===== src/rtl/core/lsh_divider.sv =====
`timescale 1ns / 1ps
// ----------------------------------------------------------------------------
// lsh_divider
// Restoring radix-2 divider, DW-bit unsigned dividend by a 32-bit divisor,
// one quotient bit per cycle; done pulses once the last quotient bit is registered.
// ----------------------------------------------------------------------------
module lsh_divider #(
   parameter int DW = 32
) (
   input  logic          clock,
   input  logic          reset,
   input  logic          start,
   input  logic [DW-1:0] dividend,
   input  logic [31:0]   divisor,
   output logic          done,
   output logic [DW-1:0] quotient
);

   localparam int NW = $clog2(DW);

   logic          busy_ff, busy_in;
   logic [NW-1:0] cnt_ff, cnt_in;
   logic [DW-1:0] quo_ff, quo_in;
   logic [31:0]   rem_ff, rem_in;
   logic [31:0]   dvs_ff, dvs_in;
   logic          done_ff, done_in;
   logic [32:0]   trial;
   logic [32:0]   shifted;

   always_comb begin
      busy_in = busy_ff;
      cnt_in  = cnt_ff;
      quo_in  = quo_ff;
      rem_in  = rem_ff;
      dvs_in  = dvs_ff;
      done_in = 1'b0;
      shifted = {rem_ff, quo_ff[DW-1]};
      trial   = shifted - {1'b0, dvs_ff};
      if (start) begin
         busy_in = 1'b1;
         cnt_in  = '0;
         quo_in  = dividend;
         rem_in  = 32'd0;
         dvs_in  = divisor;
      end else if (busy_ff) begin
         if (!trial[32]) begin
            rem_in = trial[31:0];
            quo_in = {quo_ff[DW-2:0], 1'b1};
         end else begin
            rem_in = shifted[31:0];
            quo_in = {quo_ff[DW-2:0], 1'b0};
         end
         cnt_in = cnt_ff + NW'(1);
         if (cnt_ff == NW'(DW - 1)) begin
            busy_in = 1'b0;
            done_in = 1'b1;
         end
      end
   end

   always_ff @(posedge clock) begin
      if (reset) begin
         busy_ff <= 1'b0;
         done_ff <= 1'b0;
         cnt_ff  <= '0;
      end else begin
         busy_ff <= busy_in;
         done_ff <= done_in;
         cnt_ff  <= cnt_in;
      end
      quo_ff <= quo_in;
      rem_ff <= rem_in;
      dvs_ff <= dvs_in;
   end

   assign done     = done_ff;
   assign quotient = quo_ff;

endmodule


===== config.mk =====
export PLATFORM = sky130hd
export DESIGN_NAME = lsh_divider
export DESIGN_NICKNAME = d
export VERILOG_FILES = /design/src/rtl/core/lsh_divider.sv
export SDC_FILE = /design/constraint.sdc
export NUM_CORES = 1
export LEC_CHECK = 0
export ABC_AREA = 1
export BUFFER_PORTS_ARGS = -buffer_cell sky130_fd_sc_hd__buf_4
export CELL_PAD_IN_SITES_DETAIL_PLACEMENT = 1
export CELL_PAD_IN_SITES_GLOBAL_PLACEMENT = 1
export CORE_MARGIN = 10
export CORE_UTILIZATION = 37
export DETAILED_ROUTE_END_ITERATION = 8
export PLACE_DENSITY_LB_ADDON = 0.1
export SYNTH_ARGS = -nofsm -noshare
export SYNTH_HDL_FRONTEND = slang
export SYNTH_SLANG_ARGS = --single-unit

===== constraint.sdc =====
create_clock -name clock -period 2.31 [get_ports clock]
set_input_delay 0.3465 -clock clock [delete_from_list [all_inputs] [get_ports clock]]
set_output_delay 0.3465 -clock clock [all_outputs]
set_load 0.05 [all_outputs]

==> results.yml, run 1 <==
drt:
  firstDrtPassIters: 4
  drc: 0
  avgViaCountPerCell: 4.71
  detail-route-antenna-nets: 0
  avgRoutedWirePerCell_um: 16.2
  vias: 6642
  finalWirelength_um: 22800
  drt_iter0_drc: 276
timing:
  period_share: 1.05
  fin_hold_ws_ns: 0.144
  fmax_ghz: 0.411
  fin_skew_ns: 0.0103
  min_period_ns: 2.43
  slew_headroom: 0.632
  finalMaxSlewViolations: 0
  rsz0062_at_grt: "yes"
  final.setup.tns_ns: -1.98
  hold_viol: 0
  worst_pin_slew_ns: 0.551
  setup_viol: 33
  finalWorstSetupSlack_ns: -0.120
global_routing:
  antenna_found_initial: 1
  grt_pass1_vias: 7055
  grt_first_pass_wirelength_um: 36300
  grt-ovfl-total: 0
  grt_max_degree: 67
  track_usage: 0.186
power_and_ir_drop:
  total_power_mw: 4.71
  pwr_density_cell_nw_per_um2: 527
  ir_worst_vdd_mv: 0.335
  p_leak_nw: 4.80
place:
  numPortBuffers: 99
  dpl-instance-area_um2: 8150
  place.gp.congestion: 0.835
  dp.final_hpwl_um: 16700
  dp_slack_ns: -0.0747
  dp_cells: 1379
floorplan:
  die_x_um: 156
  start_util: 0.380
  die_y_um: 156
  core-area_um2: 18100
  ios: 100
  fp.dieArea_um2: 24500
  row_count: 49
logic_synthesis:
  synth.area.top_cells: "edfxtp_1, nand2_1, dfxtp_1"
  synthArstFlopShare: 0
  synth.most_common_cell: "nand2_1"
  ys_seq_area_frac: 0.392
  avgSynthCellArea_um2: 6.67
  synthCells: 1033
  synth_area_um2: 6890
  synth_cell_types: 34
  synth_common_cells: "nand2_1, inv_1, edfxtp_1, nand3_1, nor2_1"
  synth_flop_cell: "edfxtp_1"
  yosysTopAreaCell: "edfxtp_1"
  ys_warn_count: 0
  synth_edf_count: 64
  ys_ff_latch: 103
  syn-num-nets: 1135
  synth.top_cell.area_share: 0.279
min_path:
  hold_path_class: "input pin to flop"
clock_tree:
  clk_pin_slew_worst_paths_ns: 0.09
  htree_levels: 3
  clock_path_buffers: 2
  ctsRootBufferMaster: "clkbuf_16"
  worstSkewPairLatency_ns: 0.37
  hold_buffers: 0
  cts_num_sinks: 103
  tritoncts: "built"
  cts_buffers: 9
layout:
  area_growth_pct: 29.7
  drive_above_1_share: 0.209
  antenna_cells: 0
  final_cells: 1409
  multi_input_area_um2: 3610
  fin_nets: 1277
  fin_util: 0.492
  regArea_um2: 2700
  final_area_um2: 8940
  fill_cells: 2388
setup_path:
  worstPathRequired_ns: 2.58
  crit_fanout: 6
  setup.worst_path.start_class: "flop"
  worstSetupEndpointType: "flop"
  cp.arrival_ns: 2.70
  criticalPathCategory: "flop to flop"
status:
  violations: "negative setup slack"
  outcome: "finished, violations left"
run:
  cap_violations: 0
## state kept, by name, indices dropped and copies added (netlist names)
signal	flops
busy_ff	1
dvs_ff	32
quotient	32
done	1
rem_ff	32
cnt_ff	5
## final timing paths
kind	startpoint	end	slack, ns	cells past startpoint
setup reg to reg	dvs_ff[0]	rem_ff[21]	-0.12	18
setup / recovery	dvs_ff[0]	rem_ff[21]	-0.12	18
hold / removal	divisor[6]	dvs_ff[6]	0.14	1
hold reg to reg	rem_ff[6]	rem_ff[6]	0.48	2
## layer usage
metal	routed length [um]	track usage	part of all wire
met1	10100	0.228	0.44
met2	11000	0.316	0.48
met3	1470	0.0565	0.064
met4	249	0.0373	0.011
met5	20	0	0.00088
## cells by family (layout without fill, tap and decap cells)
logic type	count (synthesis)	after routing	synth area share
flip-flops	103	103	0.392
buffers and inverters	230	376	0.131
AND/OR/NAND/NOR	619	620	0.369
adder cells (fa/ha/maj)	35	35	0.0647
XOR/XNOR	14	14	0.0178
AO/OA/AOI/OAI	32	32	0.0256
## layout make-up
| class | instances | area share |
|---|---|---|
| sequential | 103 | 0.302 |
| multi-input combinational | 701 | 0.404 |
| clock inverter | 7 | 0.00966 |
| clock buffer | 9 | 0.0252 |
| inverter | 211 | 0.0886 |
| timing repair buffer | 149 | 0.138 |
| tap | 229 | 0.0321 |
## report_power, final
group | leakage [nW] | internal, mW | switching (mW)
Combinational | 3.69 | 0.328 | 0.592
Clock | 0.150 | 0.778 | 0.874
Sequential | 0.957 | 2.08 | 0.0532
## worst max-delay path, stage by stage, from the launching register on
cell,delay (ns)
edfxtp_1,0.43
ha_4,0.19
fa_2,0.41
inv_2,0.09
nand2_2,0.06
nand2_2,0.07
nand3_2,0.07
nand2_2,0.08
nand2_2,0.07
nand2_4,0.07
nand2_4,0.08
nand2_4,0.10
nand2_4,0.07
nand2_8,0.09
buf_12,0.13
clkbuf_16,0.15
nand2_2,0.05
nand3_2,0.06
nand2_1,0.04
## layout by cell type (no fill, tap or decap), types with 3 or more instances in the layout
cell	n
o21ai_0	3
a21oi_2	3
nor3_1	12
nand2_2	26
nand2_4	8
clkbuf_16	10
edfxtp_1	64
dfxtp_1	39
a21oi_1	17
and2_1	6
nor2_2	6
ha_1	26
nand3_2	13
nor2_1	43
inv_1	204
xnor2_1	12
nand2_8	3
inv_2	7
ha_4	5
nand3_1	42
nand2_1	443
nand4_1	7
buf_12	6
buf_4	140
ha_2	3
o21ai_1	4
clkinv_8	3
## what timing repair did
item,4_1_cts,5_1_grt
gates resized for setup,21,48
pin swaps,2,19
gates cloned,2,1
setup endpoints to repair,31,33
buffers inserted,8,4
No activity file was read; power rests on OpenSTA's default activity.
==> inputs of run 2 (changes only) <==
--- a/config.mk
+++ b/config.mk
@@ -13,6 +13,7 @@
 export CORE_UTILIZATION = 37
 export DETAILED_ROUTE_END_ITERATION = 8
 export PLACE_DENSITY_LB_ADDON = 0.1
+export SETUP_SLACK_MARGIN = 0.3
 export SYNTH_ARGS = -nofsm -noshare
 export SYNTH_HDL_FRONTEND = slang
 export SYNTH_SLANG_ARGS = --single-unit
==> run 2 against run 1 <==
The run still ends with negative setup slack left; first-iteration DRC count fell by 2.9%; flip-flop and latch count did not move; maximum frequency increased by 1.8%; wire length shrank 2.1%; combinational power fell by 2.5%; critical path depth down 1; critical path type unchanged; largest cell class unchanged; largest power group unchanged; highest routed layer is now met4.
==> results.yml, run 2 (synthesized netlist as in run 1, its figures left out) <==
global_routing:
  grt_pass1_vias: 6989
  grt_max_degree: 36
  track_usage: 0.178
  globalRouteMet2Util: 0.300
  met3_usage: 0.0526
  grt-ovfl-total: 0
  antenna_found_initial: 0
  top_usage_layer: "met2"
  grt_use_met1: 0.218
  grt_first_pass_wirelength_um: 34900
clock_tree:
  ctsRootBufferMaster: "clkbuf_16"
  worstSkewPairLatency_ns: 0.37
  cts_buffers: 9
  tritoncts: "built"
  cts_num_sinks: 103
  clk_pin_slew_worst_paths_ns: 0.08
  htree_levels: 3
  clock_path_buffers: 2
timing:
  worst_pin_slew_ns: 0.454
  hold_viol: 0
  period_share: 1.03
  finalWorstSetupSlack_ns: -0.0764
  rsz0062_at_grt: "yes"
  slew_headroom: 0.698
  fmax_ghz: 0.419
  finalMaxSlewViolations: 0
  fin_skew_ns: 0.0169
  min_period_ns: 2.39
  setup_viol: 22
drt:
  firstDrtPassIters: 5
  finalWirelength_um: 22300
  drt_iter0_drc: 268
  vias: 6607
  drc: 0
  avgViaCountPerCell: 4.72
  detail-route-antenna-nets: 0
  avgRoutedWirePerCell_um: 15.9
layout:
  final_cells: 1401
  final_common_cell: "nand2_1"
  drive_above_1_share: 0.213
  fin_nets: 1269
  area_growth_pct: 29.5
  final_cell_mix: "nand2_1, inv_1, buf_4, edfxtp_1, nand3_1"
  regArea_um2: 2700
  multi_input_area_um2: 3670
  fill_cells: 2375
  fin_util: 0.492
  antenna_cells: 0
place:
  dp_cells: 1368
  place.gp.congestion: 0.845
  numPortBuffers: 99
  dp.final_hpwl_um: 16500
setup_path:
  worstSetupEndpointType: "flop"
  crit_fanout: 7
  crit_path_frequent_cell: "nand2_2"
  cp.arrival_ns: 2.68
  criticalPathCategory: "flop to flop"
  max_stage_delay_ns: 0.42
  cp_cell_sequence: "ha_4 -> fa_2 -> inv_2 -> nand2_2 -> nand2_2 -> nand3_2 -> nand2_2 -> nand2_1 -> nand2_2 -> nand2_4 -> buf_4 -> nand3_4 -> buf_12 -> nand2_8 -> nand2_1 -> nand3_1 -> nand2_1"
  slowest_stage: "edfxtp_1"
  worstPathRequired_ns: 2.61
  setup.worst_path.start_class: "flop"
floorplan:
  core-area_um2: 18100
  die_y_um: 156
  die_x_um: 156
  row_count: 49
  fp.dieArea_um2: 24500
  start_util: 0.380
  ios: 100
power_and_ir_drop:
  p_int_mw: 3.25
  pwr-share-comb: 0.192
  total_power_mw: 4.68
  p_leak_nw: 4.77
  p_sw_mw: 1.42
  pwr_density_cell_nw_per_um2: 524
  power.share.clock: 0.352
  ir_worst_vdd_mv: 0.393
  seqPwrFrac: 0.457
  swShare: 0.304
run:
  cap_violations: 0
min_path:
  hold_path_class: "input pin to flop"
status:
  outcome: "finished, violations left"
  violations: "negative setup slack"
-- run 2: what timing repair did --
action                     CTS  global route
cloned                       1             3
setup buffers                6             7
pin swaps                    9            10
hold buffers                 0             0
setup endpoints to repair   33            33
resized for setup           26            57
-- run 2: critical path: cells and delay by family, from the launching register on --
kind                       cells  cell delay (ns)
adders and majority gates      2             0.55
buffers and inverters          3             0.37
DFF                            1             0.42
and+or+nand+nor               12             0.97
-- run 2: per-layer routing --
layer,up-vias,share of wire
met5,-,0
li1,3385,-
met1,3109,0.45
met4,0,0.0090
met3,14,0.058
met2,99,0.48
-- run 2: area by class of cell --
cell class / count / share of cell area
inverters: 211 / 0.0888
repair buffers: 140 / 0.131
multi-input cells: 702 / 0.411
clock buffers: 10 / 0.0257
clock inverters: 6 / 0.00856
flip-flops and latches: 103 / 0.303
well taps: 229 / 0.0321
-- run 2: worst paths after layout --
check | start | end | slack, ns | depth (start not counted)
max reg2reg | dvs_ff[0] | rem_ff[26] | -0.08 | 17
min reg2reg | rem_ff[7] | rem_ff[7] | 0.48 | 2
max | dvs_ff[0] | rem_ff[26] | -0.08 | 17
min | divisor[23] | dvs_ff[23] | 0.15 | 1
-- run 2: per-stage QoR --
stage / cell area, um2 / worst slack, ns / setup TNS [ns] / hold WS [ns]
2_1_floorplan: 6890 / -0.187 / -3.78 / 0.423
3_3_place_gp: 8040 / 0.0673 / 0 / 0.456
3_5_place_dp: 8040 / -0.0191 / -0.0979 / 0.463
4_1_cts: 8580 / -0.0400 / -0.436 / 0.142
5_1_grt: 8920 / -0.175 / -4.50 / 0.141
6_report: 8920 / -0.0764 / -0.738 / 0.151
-- run 2: power by group through the flow --
stage               registers, mW  clock network (mW)  logic, mW
finish                       2.14                1.65      0.897
CTS                          2.14                1.69      0.878
global placement             2.17                   0      0.841
detailed placement           2.17                   0      0.850
floorplan                    2.37                   0      0.328
global route                 2.15                1.75      0.988
==> inputs of run 3 (changes only) <==
==> constraint.sdc (replaced) <==
create_clock -name clock -period 2.31 [get_ports clock]
set_input_delay 0.3465 -clock clock [delete_from_list [all_inputs] [get_ports clock]]
set_output_delay 0.3465 -clock clock [all_outputs]
set_load 0.005 [all_outputs]
==> run 3 against run 2 <==
Wire length is 0.26% higher; worst setup slack worse by 0.036 ns; critical path depth is 1 lower; flip-flop and latch count stayed put; clock power hardly changed; combinational power is 25% lower; largest cell class unchanged; the run still ends with negative setup slack left; global-route usage is 0.12 points higher.
==> results.yml, run 3 (synthesized netlist as in run 1, its figures left out) <==
place:
  place.gp.congestion: 0.868
  dpl-instance-area_um2: 8000
  dp_cells: 1363
  numPortBuffers: 99
  dp_slack_ns: -0.00218
  dp.final_hpwl_um: 16400
timing:
  worst_pin_slew_ns: 0.638
  fmax_ghz: 0.413
  slew_headroom: 0.575
  fin_skew_ns: 0.0145
  period_share: 1.05
  fin_hold_ws_ns: 0.147
  rsz0062_at_grt: "yes"
  final.setup.tns_ns: -1.91
  finalMaxSlewViolations: 0
  min_period_ns: 2.42
  finalWorstSetupSlack_ns: -0.112
  setup_viol: 32
  hold_viol: 0
layout:
  final_area_um2: 8740
  final_cells: 1394
  final_common_cell: "nand2_1"
  fill_cells: 2348
  multi_input_area_um2: 3550
  antenna_cells: 0
  fin_util: 0.482
  drive_above_1_share: 0.194
  regArea_um2: 2700
  final_cell_mix: "nand2_1, inv_1, buf_4, edfxtp_1, nand3_1"
  fin_nets: 1262
  area_growth_pct: 26.9
global_routing:
  grt_max_degree: 53
  grt_first_pass_wirelength_um: 35000
  antenna_found_initial: 1
  grt-ovfl-total: 0
  track_usage: 0.179
  grt_pass1_vias: 7033
status:
  outcome: "finished, violations left"
  violations: "negative setup slack"
clock_tree:
  hold_buffers: 0
  ctsRootBufferMaster: "clkbuf_16"
  tritoncts: "built"
  cts_buffers: 9
  clk_pin_slew_worst_paths_ns: 0.09
  htree_levels: 3
  clock_path_buffers: 2
  worstSkewPairLatency_ns: 0.37
  cts_num_sinks: 103
floorplan:
  ios: 100
  row_count: 49
  die_y_um: 156
  fp.dieArea_um2: 24500
  core-area_um2: 18100
  die_x_um: 156
  start_util: 0.380
drt:
  highest_layer: "met5"
  avgViaCountPerCell: 4.74
  detail-route-antenna-nets: 0
  avgRoutedWirePerCell_um: 16.0
  met3_length_um: 1270
  dr_wl_met2_um: 10600
  drc: 0
  wl_met1_um: 10000
  firstDrtPassIters: 4
  drt_iter0_drc: 220
  vias: 6603
  finalWirelength_um: 22400
setup_path:
  max_stage_delay_ns: 0.43
  worstSetupEndpointType: "flop"
  cp.arrival_ns: 2.54
  path_buf_inv: 3
  setup.worst_path.start_class: "flop"
  slowest_stage: "edfxtp_1"
  worstPathRequired_ns: 2.43
  criticalPathCategory: "flop to flop"
  crit_fanout: 5
  crit_family: "simple AND/OR/NAND/NOR gates"
  cp_cell_sequence: "ha_4 -> fa_2 -> inv_2 -> nand2_2 -> nand2_2 -> nand3_2 -> nand2_2 -> nand2_2 -> nand2_4 -> nand2_4 -> nand2_4 -> nand2_4 -> nand2_8 -> buf_6 -> buf_12 -> o21ai_2"
power_and_ir_drop:
  pwr_density_cell_nw_per_um2: 507
  ir_worst_vdd_mv: 0.327
  p_leak_nw: 4.76
  total_power_mw: 4.43
run:
  cap_violations: 0
min_path:
  hold_path_class: "input pin to flop"
run 3: per-layer routing:
metal,vias up,track usage
li1,3369,-
met1,3088,0.211
met2,113,0.310
met3,31,0.0540
met4,2,0.0440
met5,-,0
run 3: final timing paths:
kind	to	startpoint	cells after the start	slack (ns)
min	dvs_ff[22]	divisor[22]	1	0.15
max reg2reg	quotient[0]	dvs_ff[0]	16	-0.11
max	quotient[0]	dvs_ff[0]	16	-0.11
min reg2reg	rem_ff[14]	rem_ff[14]	2	0.47
run 3: what timing repair did:
item	in CTS	in global routing
cloned	2	3
pin swaps	1	27
resized for setup	15	48
setup buffers	4	6
endpoints found under the setup margin	33	33
run 3: layout make-up:
cell class	instances	area share
sequential	103	0.309
tap	229	0.0328
multi-input combinational	702	0.406
timing repair buffer	133	0.126
inverter	211	0.0906
clock inverter	7	0.00931
clock buffer	9	0.0258
run 3: power by group:
group / switching (mW) / internal, mW / leakage (nW)
registers: 0.0534 / 2.08 / 0.957
logic: 0.384 / 0.288 / 3.65
clock network: 0.849 / 0.776 / 0.150
total: 1.29 / 3.14 / 4.76
